--- src/design/ssst_pkg.sv ---
// Shared widths, reset values and defaults for the sample set statistics block.
package ssst_pkg;

    localparam int SAMPLE_W      = 16;
    localparam int COUNT_W       = 7;
    localparam int MEAN_W        = 24;
    localparam int STD_W         = 24;
    localparam int MAX_COUNT_DEF = 64;
    localparam int QUEUE_DEPTH   = 2;

    localparam logic signed [SAMPLE_W-1:0] SAMPLE_MAX = 16'sh7FFF;
    localparam logic signed [SAMPLE_W-1:0] SAMPLE_MIN = 16'sh8000;

endpackage

--- src/design/ssst_in_if.sv ---
// Input channel: one sample word with its end-of-set flag.
interface ssst_in_if;

    logic                                   valid;
    logic                                   ready;
    logic signed [ssst_pkg::SAMPLE_W-1:0]   sample;
    logic                                   last;

    modport source (output valid, output sample, output last, input ready);
    modport sink   (input valid, input sample, input last, output ready);

endinterface

--- src/design/ssst_out_if.sv ---
// Output channel: one statistics word per finished set.
interface ssst_out_if;

    logic                                   valid;
    logic                                   ready;
    logic        [ssst_pkg::COUNT_W-1:0]    count;
    logic signed [ssst_pkg::MEAN_W-1:0]     mean_q8;
    logic signed [ssst_pkg::SAMPLE_W-1:0]   minimum;
    logic signed [ssst_pkg::SAMPLE_W-1:0]   maximum;
    logic        [ssst_pkg::STD_W-1:0]      std_dev_q8;
    logic                                   too_many;

    modport source (output valid, output count, output mean_q8, output minimum,
                    output maximum, output std_dev_q8, output too_many, input ready);
    modport sink   (input valid, input count, input mean_q8, input minimum,
                    input maximum, input std_dev_q8, input too_many, output ready);

endinterface

--- src/design/ssst_front.sv ---
// Front end: accumulates count, sum, sum of squares, minimum and maximum per sample.
module ssst_front #(
    parameter int MAX_COUNT = ssst_pkg::MAX_COUNT_DEF,
    parameter int CNT_W     = $clog2(MAX_COUNT + 1),
    parameter int SUM_W     = CNT_W + 16,
    parameter int SQ_W      = CNT_W + 30,
    parameter int REC_W     = CNT_W + SUM_W + SQ_W + 2 * ssst_pkg::SAMPLE_W + 1
) (
    input  logic             clk,
    input  logic             rst_n,
    ssst_in_if.sink          in_ch,
    input  logic             q_full,
    output logic             q_push,
    output logic [REC_W-1:0] q_data
);

    logic        [CNT_W-1:0]              cnt_reg, cnt_next;
    logic signed [SUM_W-1:0]              sum_reg, sum_next;
    logic        [SQ_W-1:0]               sq_reg, sq_next;
    logic signed [ssst_pkg::SAMPLE_W-1:0] min_reg, min_next;
    logic signed [ssst_pkg::SAMPLE_W-1:0] max_reg, max_next;
    logic                                 ovf_reg, ovf_next;

    logic                                 take;
    logic                                 room;
    logic signed [31:0]                   square;

    assign in_ch.ready = !q_full;
    assign take        = in_ch.valid && in_ch.ready;
    assign room        = cnt_reg < CNT_W'(MAX_COUNT);
    assign square      = in_ch.sample * in_ch.sample;

    // Updated totals including the current word; the record for the set is taken from these.
    always_comb
    begin
        cnt_next = cnt_reg;
        sum_next = sum_reg;
        sq_next  = sq_reg;
        min_next = min_reg;
        max_next = max_reg;
        ovf_next = ovf_reg;
        if (room)
        begin
            cnt_next = cnt_reg + CNT_W'(1);
            sum_next = sum_reg + SUM_W'(in_ch.sample);
            sq_next  = sq_reg + SQ_W'($unsigned(square));
            if (in_ch.sample < min_reg)
            begin
                min_next = in_ch.sample;
            end
            if (in_ch.sample > max_reg)
            begin
                max_next = in_ch.sample;
            end
        end
        else
        begin
            ovf_next = 1'b1;
        end
    end

    assign q_push = take && in_ch.last;
    assign q_data = {cnt_next, sum_next, sq_next, min_next, max_next, ovf_next};

    always_ff @(posedge clk or negedge rst_n)
    begin
        if (!rst_n)
        begin
            cnt_reg <= '0;
            sum_reg <= '0;
            sq_reg  <= '0;
            min_reg <= ssst_pkg::SAMPLE_MAX;
            max_reg <= ssst_pkg::SAMPLE_MIN;
            ovf_reg <= 1'b0;
        end
        else if (take)
        begin
            if (in_ch.last)
            begin
                cnt_reg <= '0;
                sum_reg <= '0;
                sq_reg  <= '0;
                min_reg <= ssst_pkg::SAMPLE_MAX;
                max_reg <= ssst_pkg::SAMPLE_MIN;
                ovf_reg <= 1'b0;
            end
            else
            begin
                cnt_reg <= cnt_next;
                sum_reg <= sum_next;
                sq_reg  <= sq_next;
                min_reg <= min_next;
                max_reg <= max_next;
                ovf_reg <= ovf_next;
            end
        end
    end

endmodule

--- src/design/ssst_fifo.sv ---
// Short queue of finished set records between the front and back ends.
module ssst_fifo #(
    parameter int WIDTH = 8,
    parameter int DEPTH = ssst_pkg::QUEUE_DEPTH,
    parameter int PTR_W = (DEPTH > 1) ? $clog2(DEPTH) : 1,
    parameter int FILL_W = $clog2(DEPTH + 1)
) (
    input  logic             clk,
    input  logic             rst_n,
    input  logic             push,
    input  logic [WIDTH-1:0] push_data,
    output logic             full,
    input  logic             pop,
    output logic             not_empty,
    output logic [WIDTH-1:0] pop_data
);

    logic [WIDTH-1:0]  entry_reg [DEPTH];
    logic [PTR_W-1:0]  wr_ptr_reg;
    logic [PTR_W-1:0]  rd_ptr_reg;
    logic [FILL_W-1:0] fill_reg;
    logic              do_push;
    logic              do_pop;

    assign full      = fill_reg == FILL_W'(DEPTH);
    assign not_empty = fill_reg != '0;
    assign do_push   = push && !full;
    assign do_pop    = pop && not_empty;
    assign pop_data  = entry_reg[rd_ptr_reg];

    always_ff @(posedge clk or negedge rst_n)
    begin
        if (!rst_n)
        begin
            wr_ptr_reg <= '0;
            rd_ptr_reg <= '0;
            fill_reg   <= '0;
        end
        else
        begin
            if (do_push)
            begin
                wr_ptr_reg <= (wr_ptr_reg == PTR_W'(DEPTH - 1)) ? '0 : wr_ptr_reg + PTR_W'(1);
            end
            if (do_pop)
            begin
                rd_ptr_reg <= (rd_ptr_reg == PTR_W'(DEPTH - 1)) ? '0 : rd_ptr_reg + PTR_W'(1);
            end
            if (do_push && !do_pop)
            begin
                fill_reg <= fill_reg + FILL_W'(1);
            end
            else if (do_pop && !do_push)
            begin
                fill_reg <= fill_reg - FILL_W'(1);
            end
        end
    end

    always_ff @(posedge clk)
    begin
        if (do_push)
        begin
            entry_reg[wr_ptr_reg] <= push_data;
        end
    end

endmodule

--- src/design/ssst_back.sv ---
// Back end: shift-add products, restoring divides and square root for one set record.
module ssst_back #(
    parameter int MAX_COUNT = ssst_pkg::MAX_COUNT_DEF,
    parameter int CNT_W     = $clog2(MAX_COUNT + 1),
    parameter int SUM_W     = CNT_W + 16,
    parameter int SQ_W      = CNT_W + 30,
    parameter int REC_W     = CNT_W + SUM_W + SQ_W + 2 * ssst_pkg::SAMPLE_W + 1,
    parameter int MAG_W     = SUM_W - 1,
    parameter int D_W       = 2 * CNT_W + 30,
    parameter int NN_W      = 2 * CNT_W,
    parameter int DVD_W     = D_W + 16,
    parameter int RT_W      = (DVD_W + 1) / 2,
    parameter int CTR_W     = $clog2(DVD_W + 1)
) (
    input  logic             clk,
    input  logic             rst_n,
    input  logic             q_not_empty,
    input  logic [REC_W-1:0] q_data,
    output logic             q_pop,
    ssst_out_if.source       out_ch
);

    typedef enum logic [6:0] {
        S_IDLE = 7'b0000001,
        S_MULA = 7'b0000010,
        S_MULB = 7'b0000100,
        S_DIVS = 7'b0001000,
        S_SQRT = 7'b0010000,
        S_DIVM = 7'b0100000,
        S_OUT  = 7'b1000000
    } state_t;

    state_t state_reg, state_next;
    logic [CTR_W-1:0] ctr_reg, ctr_next;

    logic        [CNT_W-1:0]              n_reg, n_next;
    logic                                 neg_reg, neg_next;
    logic        [MAG_W-1:0]              mag_reg, mag_next;
    logic signed [ssst_pkg::SAMPLE_W-1:0] min_reg, min_next;
    logic signed [ssst_pkg::SAMPLE_W-1:0] max_reg, max_next;
    logic                                 ovf_reg, ovf_next;
    logic        [D_W-1:0]                acc_reg, acc_next;
    logic        [D_W-1:0]                mcand_reg, mcand_next;
    logic        [MAG_W-1:0]              mplier_reg, mplier_next;
    logic        [NN_W-1:0]               nn_reg, nn_next;
    logic        [NN_W-1:0]               dvs_reg, dvs_next;
    logic        [NN_W-1:0]               rem_reg, rem_next;
    logic        [DVD_W-1:0]              quo_reg, quo_next;
    logic        [2*RT_W-1:0]             rad_reg, rad_next;
    logic        [RT_W:0]                 srem_reg, srem_next;
    logic        [RT_W-1:0]               root_reg, root_next;
    logic        [ssst_pkg::STD_W-1:0]    std_reg, std_next;
    logic signed [ssst_pkg::MEAN_W-1:0]   mean_reg, mean_next;

    // Fields of the queued record.
    logic        [CNT_W-1:0]              rec_cnt;
    logic signed [SUM_W-1:0]              rec_sum;
    logic        [SQ_W-1:0]               rec_sq;
    logic signed [ssst_pkg::SAMPLE_W-1:0] rec_min;
    logic signed [ssst_pkg::SAMPLE_W-1:0] rec_max;
    logic                                 rec_ovf;

    // One step of the shared restoring divider and of the root digit recurrence.
    logic [NN_W:0]   div_sh;
    logic            div_ge;
    logic [NN_W-1:0] div_rem;
    logic [DVD_W-1:0] div_quo;
    logic [RT_W+2:0] sq_sh;
    logic [RT_W+2:0] sq_trial;
    logic            sq_ge;
    logic            last_step;

    assign {rec_cnt, rec_sum, rec_sq, rec_min, rec_max, rec_ovf} = q_data;

    assign div_sh  = {rem_reg, quo_reg[DVD_W-1]};
    assign div_ge  = div_sh >= {1'b0, dvs_reg};
    assign div_rem = div_ge ? NN_W'(div_sh - {1'b0, dvs_reg}) : NN_W'(div_sh);
    assign div_quo = {quo_reg[DVD_W-2:0], div_ge};

    assign sq_sh    = {srem_reg, rad_reg[2*RT_W-1 -: 2]};
    assign sq_trial = {1'b0, root_reg, 2'b01};
    assign sq_ge    = sq_sh >= sq_trial;

    assign last_step = ctr_reg == CTR_W'(1);

    assign q_pop = (state_reg == S_IDLE) && q_not_empty;

    always_comb
    begin
        state_next  = state_reg;
        ctr_next    = ctr_reg;
        n_next      = n_reg;
        neg_next    = neg_reg;
        mag_next    = mag_reg;
        min_next    = min_reg;
        max_next    = max_reg;
        ovf_next    = ovf_reg;
        acc_next    = acc_reg;
        mcand_next  = mcand_reg;
        mplier_next = mplier_reg;
        nn_next     = nn_reg;
        dvs_next    = dvs_reg;
        rem_next    = rem_reg;
        quo_next    = quo_reg;
        rad_next    = rad_reg;
        srem_next   = srem_reg;
        root_next   = root_reg;
        std_next    = std_reg;
        mean_next   = mean_reg;
        unique case (state_reg)
            S_IDLE:
            begin
                if (q_not_empty)
                begin
                    n_next      = rec_cnt;
                    neg_next    = rec_sum < 0;
                    mag_next    = (rec_sum < 0) ? MAG_W'(-rec_sum) : MAG_W'(rec_sum);
                    min_next    = rec_min;
                    max_next    = rec_max;
                    ovf_next    = rec_ovf;
                    nn_next     = NN_W'(rec_cnt) * NN_W'(rec_cnt);
                    acc_next    = '0;
                    mcand_next  = D_W'(rec_sq);
                    mplier_next = MAG_W'(rec_cnt);
                    ctr_next    = CTR_W'(CNT_W);
                    state_next  = S_MULA;
                end
            end
            S_MULA:
            begin
                // n * sum of squares, one multiplier bit a cycle.
                if (mplier_reg[0])
                begin
                    acc_next = acc_reg + mcand_reg;
                end
                mcand_next  = mcand_reg << 1;
                mplier_next = mplier_reg >> 1;
                ctr_next    = ctr_reg - CTR_W'(1);
                if (last_step)
                begin
                    mcand_next  = D_W'(mag_reg);
                    mplier_next = mag_reg;
                    ctr_next    = CTR_W'(MAG_W);
                    state_next  = S_MULB;
                end
            end
            S_MULB:
            begin
                // Subtract sum squared; the difference is never negative.
                if (mplier_reg[0])
                begin
                    acc_next = acc_reg - mcand_reg;
                end
                mcand_next  = mcand_reg << 1;
                mplier_next = mplier_reg >> 1;
                ctr_next    = ctr_reg - CTR_W'(1);
                if (last_step)
                begin
                    quo_next   = {acc_next, 16'b0};
                    rem_next   = '0;
                    dvs_next   = nn_reg;
                    ctr_next   = CTR_W'(DVD_W);
                    state_next = S_DIVS;
                end
            end
            S_DIVS:
            begin
                rem_next = div_rem;
                quo_next = div_quo;
                ctr_next = ctr_reg - CTR_W'(1);
                if (last_step)
                begin
                    rad_next   = (2 * RT_W)'(div_quo);
                    srem_next  = '0;
                    root_next  = '0;
                    ctr_next   = CTR_W'(RT_W);
                    state_next = S_SQRT;
                end
            end
            S_SQRT:
            begin
                srem_next = sq_ge ? (RT_W + 1)'(sq_sh - sq_trial) : (RT_W + 1)'(sq_sh);
                root_next = (RT_W)'({root_reg, sq_ge});
                rad_next  = rad_reg << 2;
                ctr_next  = ctr_reg - CTR_W'(1);
                if (last_step)
                begin
                    std_next   = ssst_pkg::STD_W'(root_next);
                    quo_next   = DVD_W'({mag_reg, 8'b0});
                    rem_next   = '0;
                    dvs_next   = NN_W'(n_reg);
                    ctr_next   = CTR_W'(DVD_W);
                    state_next = S_DIVM;
                end
            end
            S_DIVM:
            begin
                rem_next = div_rem;
                quo_next = div_quo;
                ctr_next = ctr_reg - CTR_W'(1);
                if (last_step)
                begin
                    // Dividing the magnitude and restoring the sign truncates toward zero.
                    mean_next  = neg_reg ? ssst_pkg::MEAN_W'(-div_quo)
                                         : ssst_pkg::MEAN_W'(div_quo);
                    state_next = S_OUT;
                end
            end
            S_OUT:
            begin
                if (out_ch.ready)
                begin
                    state_next = S_IDLE;
                end
            end
            default:
            begin
                state_next = S_IDLE;
            end
        endcase
    end

    always_ff @(posedge clk or negedge rst_n)
    begin
        if (!rst_n)
        begin
            state_reg <= S_IDLE;
            ctr_reg   <= '0;
        end
        else
        begin
            state_reg <= state_next;
            ctr_reg   <= ctr_next;
        end
    end

    always_ff @(posedge clk)
    begin
        n_reg      <= n_next;
        neg_reg    <= neg_next;
        mag_reg    <= mag_next;
        min_reg    <= min_next;
        max_reg    <= max_next;
        ovf_reg    <= ovf_next;
        acc_reg    <= acc_next;
        mcand_reg  <= mcand_next;
        mplier_reg <= mplier_next;
        nn_reg     <= nn_next;
        dvs_reg    <= dvs_next;
        rem_reg    <= rem_next;
        quo_reg    <= quo_next;
        rad_reg    <= rad_next;
        srem_reg   <= srem_next;
        root_reg   <= root_next;
        std_reg    <= std_next;
        mean_reg   <= mean_next;
    end

    assign out_ch.valid      = state_reg == S_OUT;
    assign out_ch.count      = ssst_pkg::COUNT_W'(n_reg);
    assign out_ch.mean_q8    = mean_reg;
    assign out_ch.minimum    = min_reg;
    assign out_ch.maximum    = max_reg;
    assign out_ch.std_dev_q8 = std_reg;
    assign out_ch.too_many   = ovf_reg;

endmodule

--- src/design/sample_set_statistics.sv ---
// Top level of the sample set statistics block: front end, record queue and back end.
//
//  channel   dir  payload                                               word
//  samples   in   sample, last                                          one sample
//  results   out  count, mean_q8, minimum, maximum, std_dev_q8, too_many one set summary
//
// The front end takes one sample word per cycle while the record queue has room.
// Each finished set passes through the back end's serial multiplier, divider and square root,
// then the divider again for the mean, and waits at the output until it is taken.
// The queue holds two finished sets, so samples stall only when both are still pending.
// Reset clears the accumulators and the queue and returns the back end to idle.
module sample_set_statistics #(
    parameter int MAX_COUNT = ssst_pkg::MAX_COUNT_DEF
) (
    input  logic        clk,
    input  logic        rst_n,
    ssst_in_if.sink     samples,
    ssst_out_if.source  results
);

    localparam int CNT_W = $clog2(MAX_COUNT + 1);
    localparam int SUM_W = CNT_W + 16;
    localparam int SQ_W  = CNT_W + 30;
    localparam int REC_W = CNT_W + SUM_W + SQ_W + 2 * ssst_pkg::SAMPLE_W + 1;

    logic             q_push;
    logic             q_full;
    logic [REC_W-1:0] q_in_data;
    logic             q_pop;
    logic             q_not_empty;
    logic [REC_W-1:0] q_out_data;

    ssst_front #(
        .MAX_COUNT (MAX_COUNT),
        .CNT_W     (CNT_W),
        .SUM_W     (SUM_W),
        .SQ_W      (SQ_W),
        .REC_W     (REC_W)
    ) u_front (
        .clk    (clk),
        .rst_n  (rst_n),
        .in_ch  (samples),
        .q_full (q_full),
        .q_push (q_push),
        .q_data (q_in_data)
    );

    ssst_fifo #(
        .WIDTH (REC_W),
        .DEPTH (ssst_pkg::QUEUE_DEPTH)
    ) u_fifo (
        .clk       (clk),
        .rst_n     (rst_n),
        .push      (q_push),
        .push_data (q_in_data),
        .full      (q_full),
        .pop       (q_pop),
        .not_empty (q_not_empty),
        .pop_data  (q_out_data)
    );

    ssst_back #(
        .MAX_COUNT (MAX_COUNT),
        .CNT_W     (CNT_W),
        .SUM_W     (SUM_W),
        .SQ_W      (SQ_W),
        .REC_W     (REC_W)
    ) u_back (
        .clk         (clk),
        .rst_n       (rst_n),
        .q_not_empty (q_not_empty),
        .q_data      (q_out_data),
        .q_pop       (q_pop),
        .out_ch      (results)
    );

endmodule
--- src/flat_wrapper.sv ---
// flat-port wrapper written by rule: the top's interface ports become plain ports
module sample_set_statistics_flat 
#(
    parameter int MAX_COUNT = ssst_pkg::MAX_COUNT_DEF
)
  (clk, rst_n, samples_valid, samples_sample, samples_last, samples_ready, results_valid, results_count, results_mean_q8, results_minimum, results_maximum, results_std_dev_q8, results_too_many, results_ready);
  ssst_in_if samples_i ();
  ssst_out_if results_i ();
  input  logic clk;
  input  logic rst_n;
  input wire logic [$bits(samples_i.valid)-1:0] samples_valid;
  input wire logic [$bits(samples_i.sample)-1:0] samples_sample;
  input wire logic [$bits(samples_i.last)-1:0] samples_last;
  output wire logic [$bits(samples_i.ready)-1:0] samples_ready;
  output wire logic [$bits(results_i.valid)-1:0] results_valid;
  output wire logic [$bits(results_i.count)-1:0] results_count;
  output wire logic [$bits(results_i.mean_q8)-1:0] results_mean_q8;
  output wire logic [$bits(results_i.minimum)-1:0] results_minimum;
  output wire logic [$bits(results_i.maximum)-1:0] results_maximum;
  output wire logic [$bits(results_i.std_dev_q8)-1:0] results_std_dev_q8;
  output wire logic [$bits(results_i.too_many)-1:0] results_too_many;
  input wire logic [$bits(results_i.ready)-1:0] results_ready;
  assign samples_i.valid = samples_valid;
  assign samples_i.sample = samples_sample;
  assign samples_i.last = samples_last;
  assign samples_ready = samples_i.ready;
  assign results_valid = results_i.valid;
  assign results_count = results_i.count;
  assign results_mean_q8 = results_i.mean_q8;
  assign results_minimum = results_i.minimum;
  assign results_maximum = results_i.maximum;
  assign results_std_dev_q8 = results_i.std_dev_q8;
  assign results_too_many = results_i.too_many;
  assign results_i.ready = results_ready;
  sample_set_statistics #(.MAX_COUNT(MAX_COUNT)) u_core (.clk(clk), .rst_n(rst_n), .samples(samples_i), .results(results_i));
endmodule
--- config.mk ---
export PLATFORM = sky130hd
export DESIGN_NAME = sample_set_statistics_flat
export DESIGN_NICKNAME = d
export VERILOG_FILES = /design/src/design/ssst_pkg.sv /design/src/design/ssst_in_if.sv /design/src/design/ssst_out_if.sv /design/src/design/ssst_front.sv /design/src/design/ssst_fifo.sv /design/src/design/ssst_back.sv /design/src/design/sample_set_statistics.sv /design/src/flat_wrapper.sv
export SDC_FILE = /design/constraint.sdc
export NUM_CORES = 2
export LEC_CHECK = 0
export BUFFER_PORTS_ARGS = -buffer_cell sky130_fd_sc_hd__buf_2
export CAP_MARGIN = 30
export CORE_ASPECT_RATIO = 0.75
export CORE_MARGIN = 3
export CORE_UTILIZATION = 47
export DETAILED_ROUTE_END_ITERATION = 16
export PLACE_DENSITY = 0.74
export SETUP_SLACK_MARGIN = 0.5
export SYNTH_ARGS = -nofsm -noshare
export SYNTH_HDL_FRONTEND = slang
export SYNTH_SLANG_ARGS = --single-unit
--- constraint.sdc ---
create_clock -name clk -period 8.9 [get_ports clk]
set_input_delay 0.445 -clock clk [delete_from_list [all_inputs] [get_ports clk]]
set_output_delay 0.445 -clock clk [all_outputs]
set_load 0.02 [all_outputs]
---- Word-level counts from Yosys, hierarchy flattened ----
Memories as Yosys holds them, arrays and structs flattened.
Cells that the tools add are included.
word-level totals
  flip-flop bits (word level) ............. 561
  RAM bits ................................ 200
  bits of input ports ..................... 21
  output and inout port bits .............. 90
  logic and storage cells ................. 162
  memories kept ........................... 1
memories
  memory                   depth  width  read ports  clocked after Yosys merged registers in  write ports  line             text
  u_core.u_fifo.entry_reg  2      100    1           0                                        1            ssst_fifo.sv:18  logic [WIDTH-1:0] entry_reg [DEPTH];
cells by class
  add/sub/neg operators ................... 14
  $mul .................................... 2
  $lt $le $gt $ge ......................... 6
  eq/ne operators ......................... 18
  mux-type cells .......................... 61
  reduce and logical (&&, ||, !) cells .... 31
operators with widths
  operator                                                        number
  44-bit one-hot mux with 3 select lines                          2
  44-bit two-way mux                                              5
  60-bit two-way mux                                              3
  60-bit one-hot mux with 3 select lines                          1
  60-bit one-hot mux with 2 select lines                          1
  16-bit two-way mux                                              6
  37-bit two-way mux                                              2
  22-bit two-way mux                                              3
  22-bit one-hot mux with 3 select lines                          1
  7-bit two-way mux                                               9
  31-bit two-way mux                                              2
  31-bit one-hot mux with 2 select lines                          1
  30-bit one-hot mux with 2 select lines                          1
  14-bit two-way mux                                              4
  14-bit one-hot mux with 2 select lines                          2
  7-bit one-hot mux with 7 select lines                           1
  23-bit two-way mux                                              2
  44-bit adder                                                    1
  44-bit subtractor                                               1
  37-bit by 32-bit adder with 37-bit output                       1
  33-bit by 32-bit greater-or-equal comparator with 1-bit output  1
  16-bit by 16-bit multiplier with 32-bit output                  1
  31-bit subtractor                                               1
  30-bit two-way mux                                              1
  other kinds (40)                                                79

---- Depth between registers and ports, before layout ----
  depth after elaboration ................. 9
  mapped depth ............................ 37
  mapped depth without buffers ............ 35

---- By module ----
From an unflattened synthesis, not the netlist that was laid out.
unflattened totals
  cell total of the unflattened synthesis .. 4924
  area, all modules ....................... 52255.1 um^2
modules (own cells, without submodules)
  module      times used  cells each  area each (um^2)  sequential area each (um^2)
  ssst_back   1           2620        27113.5           13599.3
  ssst_front  1           1974        17277.8           2522.4
  ssst_fifo   1           330         7863.8            6105.9

---- Worst setup path before layout ----
OpenSTA, ideal clock, no wires.
  path kind ............................... flip-flop to flip-flop
  from .................................... reg u_core.u_back.state_reg[3]
  to ...................................... reg u_core.u_back.acc_reg[0], enable pin
  library setup time ...................... 0.513 ns
  arrival ................................. 8.713 ns
  required time ........................... 8.387 ns
  slack ................................... -0.326 ns
  cell stages (with the launch flop) ...... 7
  buffers on the path ..................... 1
  period minus slack after synthesis ...... 9.226 ns
  cell sequence ........................... dfrtp_1 or3_1 or3_1 or3b_1 clkbuf_1 a31oi_1 a21boi_0
on the way
  word-level cells in the longest chain between the ends .. 3
  elaborated cells between the ends (all ways) .. 7
  classes of those cells .................. eq/ne (5); reduce/logical (2)
ends and longest elaborated chain
  what                                                                         line              text
  start, declared                                                              ssst_back.sv:33   state_t state_reg, state_next;
  start signal, assigned                                                       ssst_back.sv:232  state_reg <= state_next;
  7-bit by 2-bit == test with 1-bit output, or another cell as far along       ssst_back.sv:110  unique case (state_reg)
  2-bit != test (no source line) / 3-bit nonzero test (equally long branches)  --
  3-bit AND reduction (no source line) (*)                                     --
  end signal, assigned                                                         ssst_back.sv:245  acc_reg <= acc_next;
  end, declared                                                                ssst_back.sv:42   logic [D_W-1:0] acc_reg, acc_next;
Mark *: on every way between the ends. The rest lies on a longest branch, timed or not.
A chain may end at the register's enable or synchronous reset.

---- Final worst setup path ----
  from .................................... in samples_sample[5]
  to ...................................... reg u_core.u_front.sq_reg[34]
on the way
  word-level cells in the longest chain between the ends .. 4
ends and longest elaborated chain
  what                                            line                text
  start, declared                                 flat_wrapper.sv:12  input wire logic [$bits(samples_i.sample)-1:0] samples_sample;
  16-bit by 16-bit multiplier with 32-bit output  ssst_front.sv:31    assign square = in_ch.sample * in_ch.sample;
  37-bit by 32-bit adder with 37-bit output       ssst_front.sv:46    sq_next = sq_reg + SQ_W'($unsigned(square));
  37-bit two-way mux                              ssst_front.sv:42    if (room)
  37-bit two-way mux                              ssst_front.sv:78    if (in_ch.last)
  end signal, assigned                            ssst_front.sv:91    sq_reg <= sq_next;
  end, declared                                   ssst_front.sv:19    logic [SQ_W-1:0] sq_reg, sq_next;
Every way passes these cells.

==> report_table.html <==
<table>
<tr><th>Metric</th><th>Value</th></tr>
<tr><th colspan="2">Run status</th></tr>
<tr><td>Run status</td><td>finished, final reports clean</td></tr>
<tr><th colspan="2">Layout</th></tr>
<tr><td>Flip-flop and latch area</td><td>between 20000 and 25000 µm²</td></tr>
<tr><td>Nets@finish</td><td>5597</td></tr>
<tr><td>Proportion of layout cells with a drive suffix above 1</td><td>about a tenth</td></tr>
<tr><td>Flip-flop count of the largest register after layout</td><td>200</td></tr>
<tr><td>Final standard cell utilization of the core</td><td>52.48%</td></tr>
<tr><td>Area delta synth-&gt;final</td><td>10.25%</td></tr>
<tr><td>Total area of multi-input combinational cells</td><td>between 20000 and 30000 µm²</td></tr>
<tr><td>FILL cells</td><td>between 9000 and 10000</td></tr>
<tr><td>Summed area of non-filler cells in the final layout</td><td>56550 µm²</td></tr>
<tr><th colspan="2">Clocking</th></tr>
<tr><td>CTS root buf</td><td>clkbuf_16</td></tr>
<tr><td>Depth of the CTS H-tree</td><td>3</td></tr>
<tr><td>Clock tree from TritonCTS</td><td>built</td></tr>
<tr><td>Latest clock arrival within the worst-skew pair</td><td>0.67 ns</td></tr>
<tr><td>Clk sink count</td><td>around 760</td></tr>
<tr><td>Number of clock buffers inserted by TritonCTS</td><td>76</td></tr>
<tr><td>Clock-pin slew reported for the worst setup and hold paths after clock tree synthesis</td><td>about 0.070 ns</td></tr>
<tr><td>Max Buffers Root-to-Sink</td><td>3</td></tr>
<tr><th colspan="2">Drt</th></tr>
<tr><td>Total via count in the routed design</td><td>between 30000 and 40000</td></tr>
<tr><td>Total DRC errors in the routed layout</td><td>0</td></tr>
<tr><td>ANT nets after route</td><td>0</td></tr>
<tr><td>Final wirelength</td><td>approximately 130 mm</td></tr>
<tr><td>Count of TritonRoute iterations in the first routing pass</td><td>5</td></tr>
<tr><td>Per-cell routed wire length</td><td>20.38 µm</td></tr>
<tr><td>Vias/cell</td><td>5.748</td></tr>
<tr><td>Violation count after the first detailed-routing iteration</td><td>3589</td></tr>
<tr><th colspan="2">STA</th></tr>
<tr><td>Count of pins over their slew limit</td><td>0</td></tr>
<tr><td>Worst clock skew</td><td>about 0.028 ns</td></tr>
<tr><td>Final worst setup slack</td><td>0.7916 ns</td></tr>
<tr><td>Setup violations, final</td><td>0</td></tr>
<tr><td>Hold slack</td><td>between 0.1 and 0.15 ns</td></tr>
<tr><td>Rel. slew slack</td><td>between 30% and 40%</td></tr>
<tr><td>Fmax</td><td>between 100 and 150 MHz</td></tr>
<tr><td>Total count of hold-check failures in the final report</td><td>0</td></tr>
<tr><td>Slew of the pin with the lowest slew margin</td><td>~1 ns</td></tr>
<tr><td>Share of the clock period used by the worst path after layout</td><td>91.11%</td></tr>
<tr><td>Setup repair after global routing missed its margin</td><td>no</td></tr>
<tr><td>Minimum clock period</td><td>between 8 and 9 ns</td></tr>
<tr><th colspan="2">Setup path</th></tr>
<tr><td>Endpoint type of the worst setup path</td><td>register</td></tr>
<tr><td>Required time worst endpoint</td><td>roughly 9.5 ns</td></tr>
<tr><td>Critical path's slowest cell</td><td>fa_1</td></tr>
<tr><td>CP max FO</td><td>6</td></tr>
<tr><td>Critical path type</td><td>input port to register</td></tr>
<tr><td>Startpoint type of the worst setup path</td><td>input port</td></tr>
<tr><td>Largest incremental delay on the critical path</td><td>0.55 ns</td></tr>
<tr><td>Data arrival at the endpoint of the critical path</td><td>8.66 ns</td></tr>
<tr><td>Cell occurring most often along the worst timing path</td><td>inv_1</td></tr>
<tr><th colspan="2">Synthesis</th></tr>
<tr><td>Biggest area consumer among synthesized cells</td><td>edfxtp_1</td></tr>
<tr><td>Share of async-settable or async-resettable flops after synthesis</td><td>approximately 15%</td></tr>
<tr><td>Number of synthesis warnings</td><td>0</td></tr>
<tr><td>Synth area leaders</td><td>edfxtp_1 (38%), fa_1 (10%), ha_1 (8.1%)</td></tr>
<tr><td>Mapped Avg Cell Area</td><td>10.45 µm²</td></tr>
<tr><td>Count of flip-flops with a built-in enable after synthesis</td><td>642</td></tr>
<tr><td>Commonest register cell after synthesis</td><td>edfxtp_1</td></tr>
<tr><td>Number of different library cells in the post-synthesis netlist</td><td>95</td></tr>
<tr><td>Yosys reg bits</td><td>759</td></tr>
<tr><td>Sequential fraction of the synthesis area</td><td>between 40% and 50%</td></tr>
<tr><td>Net count after synthesis</td><td>5515</td></tr>
<tr><td>Cells after synthesis</td><td>4907</td></tr>
<tr><td>Mapped cell area</td><td>slightly above 50000 µm²</td></tr>
<tr><td>Share of the synthesized area in the top cell type</td><td>37.59%</td></tr>
<tr><th colspan="2">GRT</th></tr>
<tr><td>Remaining global-route overflow</td><td>0</td></tr>
<tr><td>GRT Resource Usage Total</td><td>between 20 and 25%</td></tr>
<tr><td>Global-route wire length before repair</td><td>208.7 mm</td></tr>
<tr><td>Vias in the first global route</td><td>around 37000</td></tr>
<tr><td>Maximum number of pins on one net before global-route repair</td><td>90</td></tr>
<tr><td>Initial antenna violation count</td><td>8</td></tr>
<tr><th colspan="2">Die</th></tr>
<tr><td>Number of cell rows</td><td>104</td></tr>
<tr><td>Chip Width</td><td>approximately 390 µm</td></tr>
<tr><td>Full die area</td><td>113200 µm²</td></tr>
<tr><td>Die height</td><td>between 200 and 300 µm</td></tr>
<tr><td>Placeable Area</td><td>107700 µm²</td></tr>
<tr><td>Number of top-level design ports</td><td>111</td></tr>
<tr><td>Initial cell density of the core</td><td>47.60%</td></tr>
<tr><th colspan="2">Placed design</th></tr>
<tr><td>Half-perimeter wire length after detailed placement</td><td>96.20 mm</td></tr>
<tr><td>Final Wtd Congestion</td><td>0.9577</td></tr>
<tr><td>Cell Area, Placed</td><td>53680 µm²</td></tr>
<tr><td>Setup slack after placement</td><td>-0.3523 ns</td></tr>
<tr><td>Port Buf Inserts</td><td>110</td></tr>
<tr><th colspan="2">Hold path</th></tr>
<tr><td>Hold WC Path Type</td><td>input port to register</td></tr>
<tr><th colspan="2">Flow run</th></tr>
<tr><td>Maximum capacitance violations</td><td>0</td></tr>
</table>
==> cell usage after synthesis, types with 8 or more instances <==
master and number:
a211oi_1 27, a21boi_0 9, a21o_1 72, a21oi_1 258, a221o_1 16, a22o_1 76, a22oi_1 16, a31o_2 11
a31oi_1 25, and2_1 61, and3_1 26, and4_1 8, buf_1 16, buf_2 8, clkbuf_1 177, dfrtp_1 100
dfstp_2 17, edfxtp_1 642, fa_1 257, ha_1 330, inv_1 557, mux2_2 56, mux2i_1 99, nand2_1 586
nand2b_1 39, nand3_1 33, nand4_1 24, nor2_1 311, nor2b_1 35, nor3_1 64, nor4_1 18, o211ai_1 28
o21a_1 38, o21ai_0 271, o21bai_1 36, o22ai_1 44, o31ai_1 34, o32a_1 16, o41ai_1 9, or2_2 18
or3_1 29, or4_1 10, xnor2_1 201, xor2_1 70
==> cells by family (layout without fill, tap and decap cells) <==
| kind of cell | Yosys count | count (layout) | synth area share (%) |
|---|---|---|---|
| xor+xnor | 271 | 271 | 4.628 |
| compound gates | 1071 | 1071 | 13.68 |
| simple gates | 1297 | 1297 | 11.45 |
| fa+ha+maj | 587 | 587 | 18.08 |
| flops | 759 | 759 | 43.34 |
| buf+inv | 767 | 910 | 5.657 |
| other cells | 0 | 1 | 0 |
| mux | 155 | 155 | 3.162 |
==> what timing repair did <==
action	in CTS	in global routing
hold buffers	1	0
setup endpoints to repair	9	30
resized for setup	1	28
hold endpoints to repair	12	0
setup buffers	0	5
pin swaps	0	9
==> critical path: cells and delay by family <==
family	cells	cell delay [ns]
AO/OA/AOI/OAI	8	1.30
XOR/XNOR	1	0.09
adder cells (fa/ha/maj)	8	3.74
buffers and inverters	9	0.79
AND/OR/NAND/NOR	9	2.28
==> path summary, 6_finish.rpt <==
path	to	cells after the start	slack, ns	start
worst max-delay path	u_core.u_front.sq_reg[34]	35	0.79	samples_sample[5]
worst min-delay path	u_core.u_front.min_reg[7]	2	0.13	samples_sample[7]
worst max register to register	u_core.u_back.nn_reg[12]	19	3.56	u_core.u_fifo.rd_ptr_reg
worst min register to register	u_core.u_back.out_ch.std_dev_q8[11]	0	0.45	u_core.u_back.root_reg[10]
max in group asynchronous	u_core.u_front.cnt_reg[6]	3	7.76	rst_n
min in group asynchronous	u_core.u_front.sq_reg[29]	2	0.22	rst_n
==> through the flow <==
| step | cells | TNS [ns] |
|---|---|---|
| after floorplan | 4907 | 0 |
| after global placement | 6330 | 0 |
| after detailed placement | 6333 | -2.448 |
| after CTS | 6473 | 0 |
| after global routing | 6481 | 0 |
| final | 6482 | 0 |
==> final cells by class <==
| cell class | instances | share of cell area (%) |
|---|---|---|
| Multi-Input combinational cell | 3381 | 46.63 |
| Sequential cell | 759 | 39.32 |
| Inverter | 563 | 3.739 |
| Clock buffer | 98 | 3.728 |
| Tap cell | 1431 | 3.166 |
| Timing Repair Buffer | 208 | 2.476 |
| Clock inverter | 41 | 0.9293 |
| Antenna cell | 1 | 0.004425 |
==> routing by layer <==
metal / global-route usage, % / wire length (µm)
met3: 5.195 / 11310
met1: 34.39 / 60740
met2: 34.81 / 57390
met5: 0 / 35
met4: 5.204 / 2651
==> placed cells by master (no fill, tap or decap), types with 17 or more instances in the layout <==
| master | count |
|---|---|
| a31oi_1 | 24 |
| and3_1 | 24 |
| inv_1 | 556 |
| fa_1 | 257 |
| nor3_1 | 62 |
| or2_2 | 18 |
| xnor2_1 | 201 |
| xor2_1 | 70 |
| clkbuf_16 | 79 |
| nand2b_1 | 39 |
| a211oi_1 | 27 |
| o21a_1 | 37 |
| nand2_1 | 580 |
| nand3_1 | 32 |
| o21bai_1 | 35 |
| o21ai_0 | 268 |
| o31ai_1 | 33 |
| buf_4 | 90 |
| edfxtp_1 | 642 |
| buf_2 | 107 |
| o22ai_1 | 43 |
| a21o_1 | 72 |
| a21oi_1 | 255 |
| and2_1 | 60 |
| nand4_1 | 24 |
| nor2_1 | 304 |
| dfrtp_1 | 98 |
| or3_1 | 29 |
| mux2_2 | 56 |
| dfstp_2 | 17 |
| mux2i_1 | 99 |
| a22o_1 | 76 |
| nor2b_1 | 35 |
| ha_1 | 330 |
| o211ai_1 | 28 |
Power is not shown: default switching activity piles up to over one toggle a cycle in this logic, so the estimate is an artifact.
